--- src/bhpq_pkg.sv ---
// Package for the binary heap priority queue core: sizes, codes, controller state type.
// Depends on nothing; used by every module under src except bhpq_ram.
`timescale 1ns / 1ps
package bhpq_pkg;

  localparam int CAPACITY_DEF = 256;
  localparam int KEY_BITS_DEF = 32;
  localparam int TAG_BITS_DEF = 16;

  localparam int KEY_W = 32;
  localparam int TAG_W = 16;
  localparam int POS_W = 9;

  typedef enum logic [1:0] {
    OP_INSERT = 2'd0,
    OP_DELETE = 2'd1,
    OP_UPDATE = 2'd2,
    OP_PEEK   = 2'd3
  } opcode_t;

  typedef enum logic [1:0] {
    ST_OK    = 2'd0,
    ST_EMPTY = 2'd1,
    ST_FULL  = 2'd2,
    ST_RANGE = 2'd3
  } status_t;

  typedef enum logic [3:0] {
    S_IDLE,
    S_PRE_RD,
    S_PRE_WT,
    S_LAST_WT,
    S_RD_A,
    S_WT_A,
    S_RD_B,
    S_WT_B,
    S_DECIDE,
    S_WR_A,
    S_WR_B,
    S_ROOT_RD,
    S_ROOT_WT,
    S_DONE
  } ctrl_state_t;

  // controller to datapath commands
  typedef struct packed {
    logic load;      // capture input beat
    logic rd_pre;    // read root for delete, target slot for update
    logic cap_pre;   // capture removed root or kept tag
    logic rd_last;   // read the last entry for delete
    logic cap_last;  // capture last entry as the moving entry
    logic rd_a;      // read slot at address a
    logic rd_b;      // read slot at address b
    logic cap_a;     // capture read data into reg a
    logic cap_b;     // capture read data into reg b
    logic wr_a;      // write entry a
    logic wr_b;      // write entry b
    logic step;      // move cursor after a swap
    logic wr_fin;    // write the moving entry at its resting slot
    logic rd_root;   // read the root
    logic cap_root;  // capture root
    logic finish;    // build result beat
  } dp_cmd_t;

  // datapath to controller status
  typedef struct packed {
    logic bad;       // request fails, no heap work
    logic op_swim;   // sift up, else sift down
    logic op_del;    // delete request
    logic skip;      // no heap movement needed
    logic no_parent; // cursor at root
    logic no_child;  // cursor has no child
    logic one_child; // only left child exists
    logic do_swap;   // compare says move
  } dp_stat_t;

endpackage

--- src/bhpq_ctrl.sv ---
// Controller state machine for the heap core: sequences reads, compares, swaps.
// Depends on bhpq_pkg.
`timescale 1ns / 1ps
module bhpq_ctrl (
  input  logic               clk,
  input  logic               rst_n,
  input  logic               in_fire,
  input  logic               out_busy,
  input  bhpq_pkg::dp_stat_t stat,
  output bhpq_pkg::dp_cmd_t  cmd,
  output logic               idle
);
  import bhpq_pkg::*;

  ctrl_state_t state_r, state_nxt;

  // state register
  always_ff @(posedge clk) begin
    if (!rst_n) begin
      state_r <= S_IDLE;
    end else begin
      state_r <= state_nxt;
    end
  end

  // next state and commands
  always_comb begin
    state_nxt = state_r;
    cmd = '0;
    idle = 1'b0;
    case (state_r)
      S_IDLE: begin
        idle = 1'b1;
        if (in_fire) begin
          cmd.load = 1'b1;
          state_nxt = S_PRE_RD;
        end
      end
      // delete and update fetch their starting entry first
      S_PRE_RD: begin
        if (stat.bad || stat.skip || stat.op_swim) begin
          state_nxt = S_RD_A;
        end else begin
          cmd.rd_pre = 1'b1;
          state_nxt = S_PRE_WT;
        end
      end
      S_PRE_WT: begin
        cmd.cap_pre = 1'b1;
        if (stat.op_del) begin
          cmd.rd_last = 1'b1;
          state_nxt = S_LAST_WT;
        end else begin
          state_nxt = S_RD_A;
        end
      end
      S_LAST_WT: begin
        cmd.cap_last = 1'b1;
        state_nxt = S_RD_A;
      end
      S_RD_A: begin
        if (stat.bad || stat.skip) begin
          state_nxt = S_ROOT_RD;
        end else if (stat.op_swim && stat.no_parent) begin
          state_nxt = S_ROOT_RD;
        end else if (!stat.op_swim && stat.no_child) begin
          state_nxt = S_ROOT_RD;
        end else begin
          cmd.rd_a = 1'b1;
          state_nxt = S_WT_A;
        end
      end
      S_WT_A: begin
        cmd.cap_a = 1'b1;
        if (!stat.op_swim && !stat.one_child) begin
          cmd.rd_b = 1'b1;
          state_nxt = S_WT_B;
        end else begin
          state_nxt = S_DECIDE;
        end
      end
      S_WT_B: begin
        cmd.cap_b = 1'b1;
        state_nxt = S_DECIDE;
      end
      S_DECIDE: begin
        if (stat.do_swap) begin
          state_nxt = S_WR_A;
        end else begin
          state_nxt = S_ROOT_RD;
        end
      end
      S_WR_A: begin
        cmd.wr_a = 1'b1;
        state_nxt = S_WR_B;
      end
      S_WR_B: begin
        cmd.wr_b = 1'b1;
        cmd.step = 1'b1;
        state_nxt = S_RD_A;
      end
      S_ROOT_RD: begin
        cmd.wr_fin = !stat.bad && !stat.skip;
        cmd.rd_root = 1'b1;
        state_nxt = S_ROOT_WT;
      end
      S_ROOT_WT: begin
        cmd.cap_root = 1'b1;
        state_nxt = S_DONE;
      end
      S_DONE: begin
        if (!out_busy) begin
          cmd.finish = 1'b1;
          state_nxt = S_IDLE;
        end
      end
      default: state_nxt = S_IDLE;
    endcase
  end

  // swaps only happen on real heap work and their writes come in pairs; load leaves idle, finish returns to it
  assert property (@(posedge clk) disable iff (!rst_n)
    cmd.wr_a |=> cmd.wr_b) else $error("swap write not paired");
  assert property (@(posedge clk) disable iff (!rst_n)
    cmd.load |=> !idle) else $error("controller idle after load");
  assert property (@(posedge clk) disable iff (!rst_n)
    cmd.finish |=> idle) else $error("finish without return to idle");
endmodule

--- config.mk ---
export PLATFORM = sky130hd
export DESIGN_NAME = bhpq_ctrl
export DESIGN_NICKNAME = d
export VERILOG_FILES = /design/src/bhpq_pkg.sv /design/src/bhpq_ctrl.sv
export SDC_FILE = /design/constraint.sdc
export NUM_CORES = 1
export LEC_CHECK = 0
export BUFFER_PORTS_ARGS = -buffer_cell sky130_fd_sc_hd__clkbuf_2
export CAP_MARGIN = 30
export CORE_UTILIZATION = 29
export CTS_BUF_LIST = sky130_fd_sc_hd__clkbuf_8 sky130_fd_sc_hd__clkbuf_16
export DETAILED_ROUTE_END_ITERATION = 8
export HOLD_SLACK_MARGIN = 0.05
export MAX_ROUTING_LAYER = met4
export SETUP_SLACK_MARGIN = 0.05
export SLEW_MARGIN = 20
export SYNTH_ARGS = -nofsm -noshare
export SYNTH_HDL_FRONTEND = slang
export SYNTH_SLANG_ARGS = --single-unit
--- constraint.sdc ---
create_clock -name clk -period 1.59 [get_ports clk]
set_clock_uncertainty 0.15 [all_clocks]
set_input_delay 0.318 -clock clk [delete_from_list [all_inputs] [get_ports clk]]
set_output_delay 0.318 -clock clk [all_outputs]
set_load 0.01 [all_outputs]
==> summary.md <==
| Metric | Value |
|---|---|
| Flops & latches, synth | `4` |
| Worst r2r src | `state_r[2]$_SDFFE_PN0P_` |
| Worst setup EP type | `output port` |
| RD Place Congestion | `approximately 0.84` |
| Final hold slack | `207 ps` |
| Clock Pin Slew Worst Setup and Hold Paths | `30 ps` |
| M1 WL | `896 um` |
| Core region area | `roughly 0.0014 mm^2` |
| Port bufs | `28` |
| GRT Total Usage | `25.7%` |
| Slowest CP cell | `dfxtp_4` |
| Fin crit share | `108%` |
| CP Max Fanout | `5` |
| FF-to-FF setup slack | `-10 ps` |
| Hold Path End | `state_r[3]$_SDFFE_PN0P_` |
| Routed length per instance | `15.1 um` |
| First-pass GRT wire length | `2730 um` |
| Mapped cell area | `443 um^2` |
| Final setup viols | `13` |
| GRT overflow | `0` |
| Detailed Place HPWL | `between 1000 and 1500 um` |
| Largest registers | `state_r x4` |
| Synth top cells by count | `7 x nor2_1, 6 x a21oi_1, 5 x nand2b_1, 5 x nor3_1, 5 x nor4_1` |
| Initial DRC Count | `11` |
| Highest Signal Layer | `met4` |
| Tightest Pin Transition | `around 320 ps` |
| Max Fclk | `about 580 MHz` |
| Vias | `between 600 and 700` |
| Cell taking the most area after synthesis | `dfxtp_1` |
| Synth Flop Type | `dfxtp_1` |
| Hold path cells | `2` |
| CTS tree | `done` |
| Share of layout cells above drive strength 1 | `around 77%` |
| Critical Path RT | `between 1000 and 1500 ps` |
| TritonRoute pass-1 iters | `4` |
| Fin crit period | `1720 ps` |
| Max reg flops | `4` |
| Syn Nets | `between 70 and 80` |
| Met2 WL post-DR | `1020 um` |
| Design Area, Final | `0.00104 mm^2` |
| Synth top area share | `18.1%` |
| Total chip power | `1.78 mW` |
| Clock Root Buffer | `clkbuf_8` |
| Worst-case clock buffer depth | `2` |
| Vias in the first global route | `between 600 and 700` |
| Largest net degree at the start of global routing | `10` |
| Clk sink count | `4` |
| Die area | `0.00169 mm^2` |
| Final Max Tran Viols | `0` |
| CP Class | `flop to output port` |
| Latest clock arrival within the worst-skew pair | `220 ps` |
| Unrepaired setup endpoints after global routing | `true` |
| Crit path cell chain | `nand2b_1 -> nor3_2 -> and2_4 -> clkbuf_2` |
| Met3 Wirelength | `33 um` |
| Reg2reg path depth | `5` |
| Placed cells | `~120` |
| Biggest register | `state_r` |
| Non-Filler Instances | `131` |
| Top-count cell post-synth | `nor2_1` |
| Failing checks | `negative setup slack` |
| Post-route ant nets | `0` |
| Final WL | `between 1500 and 2000 um` |
| TritonCTS Buffers | `3` |
| Die H | `41.1 um` |
| Via/cell ratio | `5.29` |
| Starting Density | `32.4%` |
| Worst Setup SP | `state_r[0]$_SDFFE_PN0P_` |
| EDFF count, synth | `0` |
| Syn. warnings | `0` |
| Hold Fails Final Rpt | `0` |
| Chip width | `41.1 um` |
| Reg2reg end | `state_r[2]$_SDFFE_PN0P_` |
| Crit path largest cell delay | `roughly 360 ps` |
| Yosys cell types | `24` |
| Register area share after synthesis | `18.1%` |
| Mapped Avg Cell Area | `7.38 um^2` |
| Cts hold-fix bufs | `0` |
| Type of the worst min-delay path | `primary input to flop` |
| Final WS setup | `-129 ps` |
| Final #Nets | `130` |
| Critical Path Start Type | `flop` |
| Remaining DRCs | `0` |
| H-tree depth | `1` |
| Area after DPL | `721 um^2` |
| Max-Cap Viols | `0` |
| Max VDD drop | `0.00102 V` |
| Pwr dens | `1710 mW/mm^2` |
| Row cnt | `13` |
| Leakage power | `0.468 nW` |
| Status | `finished with violations` |
| Gate Count Post-Synth | `60` |
| Worst path arrival time | `1250 ps` |
| Initial antenna violation count | `0` |
| Slew headroom | `78.4%` |
| Antenna Cells | `0` |
| Number of top-level pins | `29` |
| Largest cells by area after synthesis | `dfxtp_1 18%, nand2b_1 7.1%, nor4_1 7.1%` |
| Hold path startpoint | `rst_n` |
| Synth async-reset ratio | `0%` |
| P&R area growth vs syn | `134%` |
[cells in the final DEF (no fill, tap or decap), types with 4 or more instances in the layout]
cell,Yosys,routed
a21oi_1,6,4
buf_2,3,12
buf_4,2,17
buf_6,0,12
clkbuf_2,0,16
dfxtp_4,0,4
inv_1,4,4
[power by group]
| part | internal (mW) | switching, mW | total [mW] |
|---|---|---|---|
| clock | 0.162 | 0.0566 | 0.218 |
| sequential | 0.171 | 0.0770 | 0.248 |
| combinational | 0.700 | 0.609 | 1.31 |
| total | 1.03 | 0.743 | 1.78 |
[metrics by stage]
stage	setup slack [ps]	setup TNS, ps	utilization, %
2_1_floorplan	52.6	0	-
3_3_place_gp	-40.6	-92.4	52.7
3_5_place_dp	-87.4	-176	52.7
4_1_cts	-134	-742	65.5
5_1_grt	-192	-1820	76.0
6_report	-129	-1060	76.0
[cell families (layout without fill, tap and decap cells)]
kind of cell           count (synthesis)  count (layout)  share of synthesized area, %
buffers and inverters                  9              65                          10.2
muxes                                  1               1                          2.26
and+or+nand+nor                       30              30                          37.6
DFF                                    4               4                          18.1
AOI/OAI and AO/OA                     16              16                          31.9
[critical path: cells and delay by family, from the launching register on]
| family | cells | cell delay, ps |
|---|---|---|
| buf+inv | 1 | 120 |
| simple gates | 3 | 550 |
| flops | 1 | 360 |
[routing by layer]
metal / track usage, % / vias up
met2: 41.0 / 14
met4: 12.5 / 0
met3: 3.26 / 2
met5: - / -
met1: 31.3 / 331
li1: - / 346
[final cells by class]
type / count / area [um^2]
fill: 95 / 328
tap: 15 / 18.8
sequential: 4 / 95.1
multi-input combinational: 47 / 450
clock buffer: 3 / 41.3
inverter: 4 / 15.0
timing repair buffer: 58 / 418
[worst max-delay path by stage]
stage	endpoint	cells after the start
2_1_floorplan	cmd[12]	3
3_3_place_gp	cmd[10]	5
3_5_place_dp	cmd[10]	5
4_1_cts	cmd[15]	4
5_1_grt	cmd[12]	4
6_report	cmd[12]	4
[repair_timing]
item,in CTS,in global routing
cloned,1,0
setup endpoints to repair,16,20
buffers inserted,6,7
gates resized for setup,20,39
pin swaps,4,5
(Power assumes the default switching activity.)
